--- config.mk ---
export PLATFORM = sky130hd
export DESIGN_NAME = taj_ram
export DESIGN_NICKNAME = d
export VERILOG_FILES = /design/src/rtl/core/taj_ram.sv
export SDC_FILE = /design/constraint.sdc
export NUM_CORES = 1
export LEC_CHECK = 0
export BUFFER_PORTS_ARGS = -buffer_cell sky130_fd_sc_hd__buf_4
export CORE_UTILIZATION = 55
export DETAILED_ROUTE_END_ITERATION = 6
export PLACE_DENSITY_LB_ADDON = 0.08
export SLEW_MARGIN = 20
export SYNTH_ARGS = -nofsm -noshare
export SYNTH_HDL_FRONTEND = slang
export SYNTH_SLANG_ARGS = --single-unit
--- constraint.sdc ---
create_clock -name clk -period 3.05 [get_ports clk]
set_input_delay 0.915 -clock clk [delete_from_list [all_inputs] [get_ports clk]]
set_output_delay 0.915 -clock clk [all_outputs]
set_load 0.005 [all_outputs]
--- src/rtl/core/taj_ram.sv ---
module taj_ram #(
    parameter int unsigned WIDTH = 8,
    parameter int unsigned DEPTH = 16
) (
    input  logic                     clk,
    input  logic                     we,
    input  logic [$clog2(DEPTH)-1:0] waddr,
    input  logic [WIDTH-1:0]         wdata,
    input  logic [$clog2(DEPTH)-1:0] raddr,
    output logic [WIDTH-1:0]         rdata
);

    logic [WIDTH-1:0] mem [DEPTH];

    always_ff @(posedge clk)
    begin
        if (we)
        begin
            mem[waddr] <= wdata;
        end
        rdata <= mem[raddr];
    end

endmodule

* Yosys cells after proc, flatten, opt, wreduce, memory -nomap -nowiden
Memory sizes are Yosys's and may differ from the RTL's. A register that Yosys moved wholly into a read port is not among the register bits.
Index checks and enable logic that the tools add are counted.
W data, S select, Z words.
** Cells by class
- Muxes and demuxes :: 2
** Operators with widths (number)
- $mux W1 :: 2
** Storage, ports and cells
- Register bits after elaboration :: 0
- Bits in writable memories :: 128
- Input port bits :: 18
- Output and inout bits :: 8
- Word-level logic and storage cells :: 3
- Memories kept :: 1
** Memory list
- mem :: words 16, width 8, read ports 1, clocked after Yosys merged registers in 1, write ports 1, RTL line 13 : logic [WIDTH-1:0] mem [DEPTH];

* Longest topological paths before layout
- Word-level depth :: 2
- Gate-level depth with buffers :: 5
- Mapped depth without buffers :: 3

* Worst setup path before layout
No wires, ideal clock.
- Kind :: input-to-reg
- Start point :: input port waddr[2]
- End point :: memory mem[0][0], enable pin
- Library setup time :: 0.383 ns
- Arrival time :: 2.025 ns
- Data required time :: 2.667 ns
- Setup slack :: 0.642 ns
- Stages :: 2
- Buffers on the path :: 0
- Cells stage by stage :: or3b_2 > nor3_1
** RTL lines
- start, declared :: RTL line 7 : input logic [$clog2(DEPTH)-1:0] waddr,
- end, declared :: RTL line 13
No word-level cell before the write port.

==> summary.txt <==
Timing
  • Measured slew at the worst slew-check pin: 727 ps
  • WHS: about 690 ps
  • Rel. slew slack: 51.4%
  • Setup Viol. Count Final: 0
  • Skew final: ~12 ps
  • Fmax: 0.507 GHz
  • Final Hold Viols: 0
  • Slew Limit Fails: 0
  • Post-layout min period: 1970 ps
  • Period utilization: about 65%
  • Final WS setup: approximately 1100 ps
  • Final TNS setup: 0 ps
  • Unrepaired setup endpoints after global routing: no

Cells and area
  • Nets: between 200 and 300
  • Total inserted antenna cells: 0
  • Final std cells w/o fill: ~400
  • FILL cells: 550
  • Layout Utilization: roughly 69%
  • Syn-to-layout area delta: 19.8%
  • Design area: 6160 sq um
  • Layout cells sized above 1: between 30% and 40%

CTS
  • CTS tree: done
  • CTS root buf: clkbuf_8
  • Post-cts resize count: 0
  • H-tree Lvls: 4
  • Max clock buf depth: 2
  • Clock buffer count from CTS: 17
  • Post-CTS Hold Buffers: 0
  • CTS sink cnt: between 100 and 150
  • Buffers inserted by post-CTS timing repair: 0
  • Worst-path clk slew: roughly 60 ps
  • Clock latency on the worst-skew pair: around 520 ps

Worst setup path
  • Worst path bufs/invs: 2
  • CP max stage delay: 520 ps
  • Crit end category: flop
  • Worst path cell trace: buf_4, buf_12, mux4_2, a22oi_1, nand2_1
  • Critical Path RT: between 3000 and 4000 ps
  • Crit-path max FO: 22
  • Startpoint Class: input pin
  • Crit-path leading delay family: multiplexers
  • Critical path class: input pin to flop
  • Slowest cell on the critical path: mux4_2
  • Crit path DAT: roughly 2400 ps

Place
  • Setup Slack @ Placement: between 500 and 600 ps
  • Dpl cell area: 5520 sq um
  • RD Place Congestion: 0.714
  • # placed instances: between 300 and 400
  • Port buffer count: 25
  • Post-DP HPWL: around 5800 um

Power
  • Combinational group share of total power: under 10%
  • Net Switching: around 0.9 mW
  • Sw Share: about a fifth
  • Power share of the clock group: between 40 and 50%
  • Total Power: between 4 and 5 mW
  • Max VDD drop: around 380 uV
  • PD cells: about 730 nW/um^2
  • Sequential Power Share: a little under half
  • Internal power: 3.61 mW
  • Pleak: between 2 and 2.5 nW

Logic synthesis
  • Synth warn: 0
  • Syn nets: 247
  • Sequential cell area fraction in the yosys report: between 70 and 80%
  • Most area-hungry cell type in the Yosys netlist: edfxtp_1
  • Yosys top cell area share: approximately three quarters
  • Post-Syn Area: between 5000 and 6000 sq um
  • Area contributors post-synth: edfxtp_1 (75%), mux4_2 (7.9%), mux4_1 (7.1%)
  • Most common flop cell mapped by yosys: edfxtp_1
  • Synthesis-stage register bit count: around 140
  • Count leader, synth: edfxtp_1
  • Distinct cells, synth: 19
  • Syn Inst Count: 229
  • Post-synth EDFFs: about 130
  • Avg Cell Area, Syn: 22.5 sq um
  • Async SR Flop Fraction: 0%
  • Synth top cells by count: edfxtp_1 (128), mux4_2 (18), a22oi_1 (16)

Route
  • Drt first pass iters: 4
  • Detailed Route WL: just under 10000 um
  • Post-route ant nets: 0
  • DRC violation total after the first TritonRoute iteration: between 100 and 150
  • Via density: 6.02
  • Vias: approximately 2400
  • Drt drc: 0
  • WL/cell: 24.3 um

Floorplanning
  • Core Footprint: between 8000 and 9000 sq um
  • Starting Density: between 50 and 60%
  • Die width: 98.7 um
  • Die area: 9750 sq um
  • Die height: 98.7 um
  • I/O pins: 26
  • # rows: 34

Global route
  • First-pass GRT wire length: between 10000 and 15000 um
  • Vias in the first global route: around 2500
  • Initial antenna violation count: 0
  • GRT Total Usage: 22.5%
  • Grt ovf: 0
  • Largest net degree at the start of global routing: 33

Outcome
  • Status: completed

Worst hold path
  • Class of the worst hold path: flop to flop

Flow run
  • Maximum capacitance violations: 0
==> cells in the final DEF, fill, tap and decap left out, types with 2 or more instances in the layout <==
cell type,synthesis,layout
edfxtp_1,128,128
buf_4,1,41
mux4_2,18,18
a22oi_1,16,16
clkbuf_16,0,16
mux4_1,14,14
nor2_1,13,13
nand2_1,9,9
dfxtp_1,8,8
bufinv_16,0,5
nor3_1,4,4
clkinv_4,0,4
inv_6,0,3
nand3b_1,2,2
nand2b_1,2,2
clkbuf_1,0,2
==> worst register-to-register path, stage by stage (launching register included) <==
cell      delay, ps
edfxtp_1        360
mux4_2          470
a22oi_1         340
nand2_1         100
==> power groups by stage <==
stage                     Combinational [mW]  Clock, mW  Sequential, mW
after CTS                              0.203       2.22            2.10
after detailed placement               0.202          0            2.14
after floorplan                        0.106          0            2.14
after global placement                 0.197          0            2.14
final                                  0.199       2.20            2.10
after global routing                   0.215       2.31            2.11
==> final timing paths <==
kind / start / to / slack, ps / depth (start not counted)
max: raddr[0] / rdata[6] / 1080 / 5
min: mem[15][0] / rdata[0] / 690 / 3
max reg2reg: mem[11][6] / rdata[6] / 1660 / 3
min reg2reg: mem[15][0] / rdata[0] / 690 / 3
==> layer usage <==
layer	vias to the layer above	wire length, um	track usage, %
met3	13	579	4.89
met4	0	187	11.9
li1	1075	-	-
met5	-	0	0
met2	89	4970	34.7
met1	1239	4020	30.6
==> kinds of logic after synthesis <==
logic type / share of synthesized area (%)
flip-flops: 77.8
AO/OA/AOI/OAI: 2.33
buffers and inverters: 1.68
multiplexers: 15.0
AND/OR/NAND/NOR: 3.18
==> final cells by class <==
| class | instances | area (sq um) | area share [%] |
|---|---|---|---|
| Sequential cell | 136 | 4000 | 64.9 |
| Timing Repair Buffer | 42 | 328 | 5.32 |
| Clock inverter | 13 | 219 | 3.55 |
| Clock buffer | 19 | 422 | 6.84 |
| Multi-Input combinational cell | 83 | 1060 | 17.2 |
| Tap cell | 108 | 135 | 2.19 |
==> registers in the layout, indices dropped and copies added (netlist names) <==
register  count
mem         128
rdata         8
Note: power is estimated with default switching activity, not from simulation.
